## src/design/ray_sphere_closest_hit_assert.svh

```systemverilog
// Assertion macros for the ray/sphere closest-hit block.
`ifndef RAY_SPHERE_CLOSEST_HIT_ASSERT_SVH
`define RAY_SPHERE_CLOSEST_HIT_ASSERT_SVH
`ifndef SYNTH
`define RSCH_ASSERT_IMP(lbl, ck, rn, ante, cons, msg) \
	lbl: assert property (@(posedge ck) disable iff (!rn) (ante) |-> (cons)) else $error(msg);
`define RSCH_ASSERT_ALW(lbl, ck, rn, expr, msg) \
	lbl: assert property (@(posedge ck) disable iff (!rn) (expr)) else $error(msg);
`else
`define RSCH_ASSERT_IMP(lbl, ck, rn, ante, cons, msg)
`define RSCH_ASSERT_ALW(lbl, ck, rn, expr, msg)
`endif
`endif

```

## src/design/rsch_pkg.sv

```systemverilog
`timescale 1ns / 1ps
package rsch_pkg;
	localparam int SPHERE_COUNT = 8;
	localparam int IDX_W = (SPHERE_COUNT > 1) ? $clog2(SPHERE_COUNT) : 1;
	localparam int QUEUE_DEPTH = 2;
	localparam int QPTR_W = (QUEUE_DEPTH > 1) ? $clog2(QUEUE_DEPTH) : 1;
	localparam int ACC_W = 66;
	localparam int DIV_W = 50;
	localparam int DIVISOR_W = 32;
	localparam int DIV_CNT_W = $clog2(DIV_W);
	localparam int ROOT_W = 32;
	localparam int RAD_W = 2 * ROOT_W;
	localparam int SQ_CNT_W = $clog2(ROOT_W);
	localparam logic signed [31:0] EPS_RAW = 32'sd6;
	localparam logic [DIV_W-1:0] NORM_MAX = DIV_W'(65536);
	localparam logic [DIV_W-1:0] POS_LIM = DIV_W'(64'h7FFF_FFFF);
	localparam logic [DIV_W-1:0] NEG_LIM = DIV_W'(64'h8000_0000);
	localparam logic signed [ACC_W-1:0] S32_MAX = 66'sd2147483647;
	localparam logic signed [ACC_W-1:0] S32_MIN = -66'sd2147483648;

	typedef enum logic {OP_LOAD, OP_RAY} op_t;

	typedef enum logic [2:0] {PH_A, PH_H, PH_C, PH_D, PH_P, PH_N} phase_t;

	typedef enum logic [3:0] {
		ST_IDLE, ST_SPH, ST_MUL, ST_ACC, ST_NEXT,
		ST_SQ_GO, ST_SQ_WAIT, ST_DV_GO, ST_DV_WAIT, ST_RES
	} eng_state_t;

	typedef struct packed {
		op_t op;
		logic [2:0] slot;
		logic signed [31:0] px;
		logic signed [31:0] py;
		logic signed [31:0] pz;
		logic signed [31:0] dx;
		logic signed [31:0] dy;
		logic signed [31:0] dz;
		logic [30:0] radius;
		logic [7:0] material;
	} item_t;

	function automatic logic signed [31:0] sat32(input logic signed [ACC_W-1:0] v);
		logic signed [31:0] r;
		if (v > S32_MAX) r = 32'sh7FFF_FFFF;
		else if (v < S32_MIN) r = 32'sh8000_0000;
		else r = v[31:0];
		return r;
	endfunction

	// floor(p / 65536)
	function automatic logic signed [ACC_W-1:0] f16(input logic signed [63:0] p);
		return ACC_W'(p >>> 16);
	endfunction
endpackage

```

## src/design/rsch_front.sv

```systemverilog
`timescale 1ns / 1ps
module rsch_front (
	input logic clk,
	input logic arst_n,
	input logic push,
	output logic full,
	input logic action,
	input logic [2:0] slot,
	input logic signed [31:0] pos_x,
	input logic signed [31:0] pos_y,
	input logic signed [31:0] pos_z,
	input logic signed [31:0] dir_x,
	input logic signed [31:0] dir_y,
	input logic signed [31:0] dir_z,
	input logic [30:0] radius,
	input logic [7:0] material_id,
	output logic avail,
	output rsch_pkg::item_t head,
	input logic take
);
	rsch_pkg::item_t q_q [rsch_pkg::QUEUE_DEPTH];
	logic [rsch_pkg::QPTR_W-1:0] wr_q, rd_q;
	logic [rsch_pkg::QPTR_W:0] cnt_q;
	rsch_pkg::item_t item;
	logic keep, wr_en, rd_en;

	// loads to slots beyond the table are accepted and dropped here
	assign keep = action | (32'(slot) < rsch_pkg::SPHERE_COUNT);
	assign full = (cnt_q == (rsch_pkg::QPTR_W + 1)'(rsch_pkg::QUEUE_DEPTH));
	assign avail = (cnt_q != '0);
	assign wr_en = push & ~full & keep;
	assign rd_en = take & avail;
	assign head = q_q[rd_q];

	always_comb begin
		item.op = action ? rsch_pkg::OP_RAY : rsch_pkg::OP_LOAD;
		item.slot = slot;
		item.px = pos_x;
		item.py = pos_y;
		item.pz = pos_z;
		item.dx = dir_x;
		item.dy = dir_y;
		item.dz = dir_z;
		item.radius = radius;
		item.material = material_id;
	end

	always_ff @(posedge clk or negedge arst_n) begin
		if (!arst_n) begin
			wr_q <= '0;
			rd_q <= '0;
			cnt_q <= '0;
		end else begin
			if (wr_en) begin
				wr_q <= (wr_q == rsch_pkg::QPTR_W'(rsch_pkg::QUEUE_DEPTH - 1)) ? '0 : wr_q + 1'b1;
			end
			if (rd_en) begin
				rd_q <= (rd_q == rsch_pkg::QPTR_W'(rsch_pkg::QUEUE_DEPTH - 1)) ? '0 : rd_q + 1'b1;
			end
			case ({wr_en, rd_en})
				2'b10: cnt_q <= cnt_q + 1'b1;
				2'b01: cnt_q <= cnt_q - 1'b1;
				default: cnt_q <= cnt_q;
			endcase
		end
	end

	always_ff @(posedge clk) begin
		if (wr_en) begin
			q_q[wr_q] <= item;
		end
	end
endmodule

```

## config.mk

```make
export PLATFORM = sky130hd
export DESIGN_NAME = rsch_front
export DESIGN_NICKNAME = d
export VERILOG_FILES = /design/src/design/ray_sphere_closest_hit_assert.svh /design/src/design/rsch_pkg.sv /design/src/design/rsch_front.sv
export SDC_FILE = /design/constraint.sdc
export NUM_CORES = 1
export LEC_CHECK = 0
export BUFFER_PORTS_ARGS = -buffer_cell sky130_fd_sc_hd__buf_2
export CORE_MARGIN = 2
export CORE_UTILIZATION = 45
export DETAILED_ROUTE_END_ITERATION = 16
export PLACE_DENSITY = 0.77
export SYNTH_ARGS = -nofsm -noshare
export SYNTH_HDL_FRONTEND = slang
export SYNTH_SLANG_ARGS = --single-unit
```

## constraint.sdc

```tcl
create_clock -name clk -period 31.7 [get_ports clk]
set_input_delay 3.17 -clock clk [delete_from_list [all_inputs] [get_ports clk]]
set_output_delay 3.17 -clock clk [all_outputs]
set_load 0.005 [all_outputs]
```

### After elaboration in Yosys (flattened, before gate mapping)

Memories as Yosys holds them, arrays and structs flattened.
Index checks and enable logic that the tools add are counted.
W data, S select, Z words.

* bitwise gates (word level): 3
* mux-type cells: 6
* equal/unequal tests: 3
* reductions and logical operators: 2
* add/subtract/negate cells: 4

Operator list (count)
* $mux W1: 5
* $eq A2 B2 Y1 const B: 2
* $pmux W2 S2: 1
* $reduce_bool A2 Y1: 2
* $add A1 B1 Y1 const B: 2
* $add A2 B1 Y2 const B: 1
* $and A1 B1 Y1: 2
* $eq A2 B1 Y1 const B: 1
* $sub A2 B1 Y2 const B: 1
* $not A1 Y1: 1

* memory bits (writable): 470
* output and inout bits: 237
* memories kept: 1
* register bits: 4
* logic and storage cells: 22

Memory list
* q_q: words 2, width 235, rd ports 1, clocked after Yosys merged registers in 0, write ports 1, RTL line rsch_front.sv:21 `rsch_pkg::item_t q_q [rsch_pkg::QUEUE_DEPTH];`

### Depth between registers and ports, before layout

Gate-level depths: netlist (run 1).

* word-level depth: 5
* depth in mapped cells: 6
* depth with buffers taken out: 6

### Worst setup path before layout (run 1)

No wires, ideal clock.

* kind: input to register
* start point: input port push
* end point: memory q_q[0][0] (netlist bit), enable pin
* cell stages on the path: 2
* slack: 17865 ps
* buffers on the path: 0
* setup time: 835 ps
* arrival time: 13000 ps
* cell sequence: nand2_1 > nor2_1

* cells in the longest elaborated chain, start to end: 3

Ends and longest elaborated chain
* from (decl): RTL line rsch_front.sv:5 `input logic push,`
* $and A1 B1 Y1: RTL line rsch_front.sv:31 `assign wr_en = push & ~full & keep;`
* $mux W1: RTL line rsch_front.sv:69 `if (wr_en) begin`
* $mux W1 (not written as such): RTL line rsch_front.sv:70 `q_q[wr_q] <= item;`
* to (decl): RTL line rsch_front.sv:21

Every way passes these cells.

==> reports/results.ini, run 1 <==
[cts]
clkSinkCount = 474
clk_latency_ns = 0.57
cts_made_buffers = 47
clock_path_buffers = 3
cts_hold_buffers = 0
cts_setup_buffers = 0
cts_root_buf = clkbuf_16
cts_resized = 0
cts_tree = done
htreeDepth = 2
clk_pin_slew_ns = 0.06

[final_layout]
mostFrequentLayoutCells = 475 x buf_2, 470 x edfxtp_1, 195 x mux2_2, 47 x clkbuf_16, 40 x mux2_4
fillers = 2821
finalNetCount = 1496
area_growth_syn_to_layout_pct = 25.4
drive_above_1_share = 0.609
layout_commonest_cell = buf_2

[logic_synthesis]
synth_cells = 749
synth_area_per_cell_um2 = 23.1
synth-seq-cells = 474
synth_area_leaders = edfxtp_1 82%, mux2_2 13%, mux2_4 3.5%
synth_top_area_share = 0.816
ys_seq_area_frac = 0.822
synth_top_cell_by_area = edfxtp_1
synth_area_um2 = 17300
syn_nets = 989
synth.distinct_cells = 17
ys_warn_count = 0

[critical_path]
slowest_stage = buf_4
worstPathArrival_ns = 3.67
path_class = reg2out
endpoint_kind = output pin
r2r_slack_ns = 27.95
crit_path_max_incr_delay_ns = 0.95
cpMostUsedCell = buf_4
cp-start-kind = register
worstPathCellList = buf_4, buf_4, mux2_2, buf_2
required_ns = 28.53
crit_fanout = 74
cp_num_buf_inv = 3
crit_family = buffers and inverters

[die]
coreArea_um2 = 37800
num_io_pins = 476
die_h_um = 200
die_area_um2 = 40000
die_w_um = 200
core.rowCount = 71
start_util = 0.458

[power_and_ir_drop]
pwr-share-seq = 0.456
power.density_nw_per_um2 = 90.4
p_leak_nw = 8.17
p_sw_mw = 0.535
total_power_mw = 1.96
switching_share = 0.273
pwr-share-comb = 0.277
intPower_mw = 1.43
vdd_drop_max_uv = 63.8
clockPowerShare = 0.267

[outcome]
status = finished, final reports clean

[timing]
fin_hold_ws_ns = 0.506
skew_ns = 0.0329
slew_headroom = 0.252
tightest_slew_ns = 1.12
finalSetupViolations = 0
grt_setup_unrepaired = false
totalNegativeSetupSlack_ns = 0
timing.fmax_mhz = 146
hold_viol_final = 0
finalCriticalPeriod_ns = 6.84
drv_slew = 0
fin_crit_sh = 0.216

[global_route]
grt_first_pass_wirelength_um = 49800
grt_usage = 0.167
grt_max_degree = 77
gr-total-overflow = 0
antenna_found_initial = 11
grt_pass1_vias = 9274

[min_path]
hp-class = reg2reg

[flow_run]
drv_cap = 0

[placed_design]
dpl.hpwl_um = 24000
place_congestion = 0.747
numPortBuffers = 475

[drt]
drt-vias-per-instance = 4.86
drt-pass1-iter-count = 4
wl_per_cell_um = 19.6
drt-total-wl_um = 35500
drc_errors = 0
drt-initial-drc-count = 341
drtAntennaViolNets = 0
vias = 8799

[final cells by class]
cell class / instances / area [um^2] / area share
Antenna cell: 8 / 20.0 / 0.000923
Tap cell: 511 / 639 / 0.0295
Clock inverter: 25 / 213 / 0.00981
Sequential cell: 474 / 14200 / 0.656
Multi-Input combinational cell: 248 / 2900 / 0.134
Clock buffer: 60 / 1240 / 0.0574
Timing Repair Buffer: 484 / 2440 / 0.113
Inverter: 1 / 3.75 / 0.000173
[state kept, by name, indices dropped and copies added, names as in the netlist]
| name | flops |
|---|---|
| cnt_q | 2 |
| rd_q | 1 |
| wr_q | 1 |
| q_q | 470 |
[Yosys cell counts]
cell and number:
and3_1 1, xnor2_1 3, buf_4 11, nor2_1 2
xor2_1 2, mux2_4 40, and2_1 1, nand2_1 1
dfrtp_1 4, mux2_2 195, buf_2 10, buf_6 5
inv_1 1, nand2b_1 1, ha_1 1, or2_2 1
edfxtp_1 470
[path summary, 6_finish.rpt]
| path | start | endpoint | cells after the start |
|---|---|---|---|
| max | rd_q | head[109] | 4 |
| max reg2reg | cnt_q[0] | q_q[0][141] | 5 |
| min in group asynchronous | arst_n | cnt_q[0] | 1 |
| min reg2reg | cnt_q[1] | cnt_q[1] | 1 |
| min | cnt_q[1] | cnt_q[1] | 1 |
| max in group asynchronous | arst_n | rd_q | 1 |
[metal layers]
layer  GRT usage  routed length (um)  vias up
met5           0                  74        -
li1            -                   -     4029
met1       0.173               12400     4325
met3      0.0607                3100       84
met4      0.0796                1210       10
met2       0.300               18700      351
[per-stage QoR]
stage                      util  area [um^2]  std cells  worst slack, ns
after detailed placement  0.535        20200       1718            25.25
after floorplan               -        17300        749            17.87
after global routing      0.574        21700       1808            24.68
after global placement    0.535        20200       1718            25.30
final                     0.574        21700       1811            24.86
after CTS                 0.574        21700       1803            24.80
[power by group through the flow]
stage | combinational [mW] | clock [mW] | sequential, mW
floorplan | 0.335 | 0 | 0.940
detailed placement | 0.552 | 0 | 0.908
CTS | 0.556 | 0.537 | 0.896
finish | 0.543 | 0.523 | 0.895
global placement | 0.549 | 0 | 0.898
global route | 0.589 | 0.557 | 0.907
[kinds of logic (layout without fill, tap and decap cells)]
logic type,Yosys count,in the layout,share of synthesized area
multiplexers,235,235,0.162
XOR/XNOR,5,5,0.00253
adder cells (fa/ha/maj),1,1,0.000723
buffers and inverters,27,570,0.0111
flip-flops,474,474,0.822
AND/OR/NAND/NOR,7,7,0.00210
other,0,8,0
Power figures use the tool's default switching activity.
==> run 2, diff against run 1 <==
Settings changed: PLACE_DENSITY 0.77 to 0.8.
Clock period 31.7 ns to 5.7 ns, I/O delays scaled along.
==> run 2 against run 1 <==
  * Clock-buffer cell count unchanged
  * Final cell count up 0.11%
  * Routed wire length up 1.8%
  * Cell area up 1.3%
  * Register-to-register slack worse by 25 ns
  * Sequential power grew to 5.6 times the previous value
==> reports/results.ini, run 2 (synthesis gave the netlist of run 1 again) <==
[final_layout]
layout_commonest_cell = buf_2
drive_above_1_share = 0.613  ; +0.00340
area_growth_syn_to_layout_pct = 26.9
largest_reg_flops = 470  ; unchanged
top_regs = q_q: 470 flops, cnt_q: 2 flops
mostFrequentLayoutCells = 475 x buf_2, 470 x edfxtp_1, 195 x mux2_2, 49 x clkbuf_16, 40 x mux2_4
finalNetCount = 1497  ; +0.067%
top_register = q_q
final_cells = 1813  ; +0.11%

[timing]
timing.fmax_mhz = 312
totalNegativeSetupSlack_ns = 0  ; unchanged
finalSetupViolations = 0  ; unchanged
finalCriticalPeriod_ns = 3.21
hold_viol_final = 0  ; unchanged
grt_setup_unrepaired = false
skew_ns = 0.0147  ; -0.0182 ns
fin_crit_sh = 0.563
tightest_slew_ns = 0.928  ; -0.194 ns
slew_headroom = 0.381  ; +0.129
drv_slew = 0  ; unchanged

[cts]
htreeDepth = 2  ; unchanged
cts_root_buf = clkbuf_16
clkSinkCount = 474  ; unchanged
clock_path_buffers = 3  ; unchanged
clk_latency_ns = 0.56  ; about the same
cts_tree = done
clk_pin_slew_ns = 0.06  ; about the same
cts_resized = 0  ; unchanged
cts_setup_buffers = 0  ; unchanged
cts_made_buffers = 48  ; +2.1%

[die]
die_w_um = 200  ; unchanged
start_util = 0.458  ; unchanged
core.rowCount = 71  ; unchanged
num_io_pins = 476  ; unchanged
coreArea_um2 = 37800  ; unchanged
die_h_um = 200  ; unchanged
die_area_um2 = 40000  ; unchanged

[power_and_ir_drop]
switching_share = 0.265  ; -0.00821
p_sw_mw = 2.99  ; +460%
power.density_nw_per_um2 = 515  ; +470%
vdd_drop_max_uv = 649  ; +920%
total_power_mw = 11.3  ; +480%
pwr-share-seq = 0.444  ; -0.012
intPower_mw = 8.31  ; +480%
p_leak_nw = 8.29  ; +1.6%
clockPowerShare = 0.291  ; +0.024
pwr-share-comb = 0.265  ; -0.012

[global_route]
grt_first_pass_wirelength_um = 51100  ; +2.6%
gr-total-overflow = 0  ; unchanged
globalRouteMet1Util = 0.191  ; +0.0177
grt_usage = 0.170  ; +0.00360
grt_max_degree = 140  ; +82%
antenna_found_initial = 12  ; +1
grtUsageMet2 = 0.297  ; -0.00296
use_met3 = 0.0645  ; +0.00386
grt.busiest_layer = met2
grt_pass1_vias = 9324  ; +0.54%

[drt]
vias = 8840  ; +0.47%
drt-total-wl_um = 36100  ; +1.8%
drt-vias-per-instance = 4.88  ; +0.36%
drtAntennaViolNets = 0  ; unchanged
drc_errors = 0  ; unchanged
wl_per_cell_um = 19.9  ; +1.6%
drt-initial-drc-count = 384  ; +13%
drt-pass1-iter-count = 5  ; +1

[placed_design]
post-place-cells = 1717  ; -0.058%
numPortBuffers = 475  ; unchanged
dpl.hpwl_um = 24000  ; +0.18%
place_congestion = 0.751  ; +0.51%

[critical_path]
worstPathArrival_ns = 2.64  ; -1.03 ns
crit_family = flip-flops
crit_path_max_incr_delay_ns = 0.86  ; -0.09 ns
cp_num_buf_inv = 2  ; -1
path_class = reg2out
endpoint_kind = output pin
cp-start-kind = register
crit_fanout = 48  ; -35%
worstPathCellList = buf_4, mux2_2, buf_2
slowest_stage = dfrtp_4
required_ns = 5.13  ; -23.40 ns

[flow_run]
drv_cap = 0  ; unchanged

[outcome]
status = finished, final reports clean

[min_path]
hp-class = in2reg

[run 2: cell count changes in the layout (fill, tap and decap cells not counted), moves of 3 or more]
cell | previous run | this run
inv_6 | 4 | 0
buf_4 | 9 | 4
buf_12 | 0 | 4
clkinv_1 | 10 | 7
bufinv_16 | 3 | 10
[run 2: worst paths after layout]
path	start	to	slack, ns	depth (start not counted)
worst max-delay path	rd_q	head[3]	2.49	3
worst min-delay path	radius[13]	q_q[1][21]	0.20	1
worst max register to register	cnt_q[0]	q_q[0][139]	2.98	5
worst min register to register	cnt_q[1]	cnt_q[1]	0.50	1
max in group asynchronous	arst_n	rd_q	5.16	2
min in group asynchronous	arst_n	wr_q	0.39	2
[run 2: per-stage QoR]
step	util	instance area, um^2	setup slack (ns)	hold slack [ns]
3_5_place_dp	0.536	20200	2.97	0.386
4_1_cts	0.581	21900	2.44	0.154
6_report	0.582	22000	2.49	0.199
3_3_place_gp	0.536	20200	3.02	0.381
2_1_floorplan	-	17300	1.09	0.274
5_1_grt	0.581	22000	2.34	0.160
[run 2: cell type report]
cell class | count | area, um^2
fillers | 2759 | 15800
multi-input cells | 248 | 2900
flip-flops and latches | 474 | 14200
diodes | 9 | 22.5
inverters | 1 | 3.75
clock inverters | 26 | 387
well taps | 511 | 639
repair buffers | 484 | 2500
clock buffers | 60 | 1290
[run 2: what timing repair did]
| item | 4_1_cts | 5_1_grt |
|---|---|---|
| hold buffers | 1 | 0 |
| endpoints found under the setup margin | 0 | 0 |
| endpoints found under the hold margin | 4 | 0 |
[run 2: routing by layer]
layer,part of all wire,vias to the layer above
met4,0.022,6
met5,0.00094,-
met1,0.37,4404
met3,0.087,53
li1,-,4029
met2,0.52,348
[run 2: power groups by stage]
stage	clock [mW]	combinational (mW)	sequential [mW]
2_1_floorplan	0	1.87	5.04
4_1_cts	3.37	3.05	5.02
5_1_grt	3.50	3.24	5.08
6_report	3.29	2.99	5.02
3_5_place_dp	0	3.03	5.09
3_3_place_gp	0	3.00	5.03
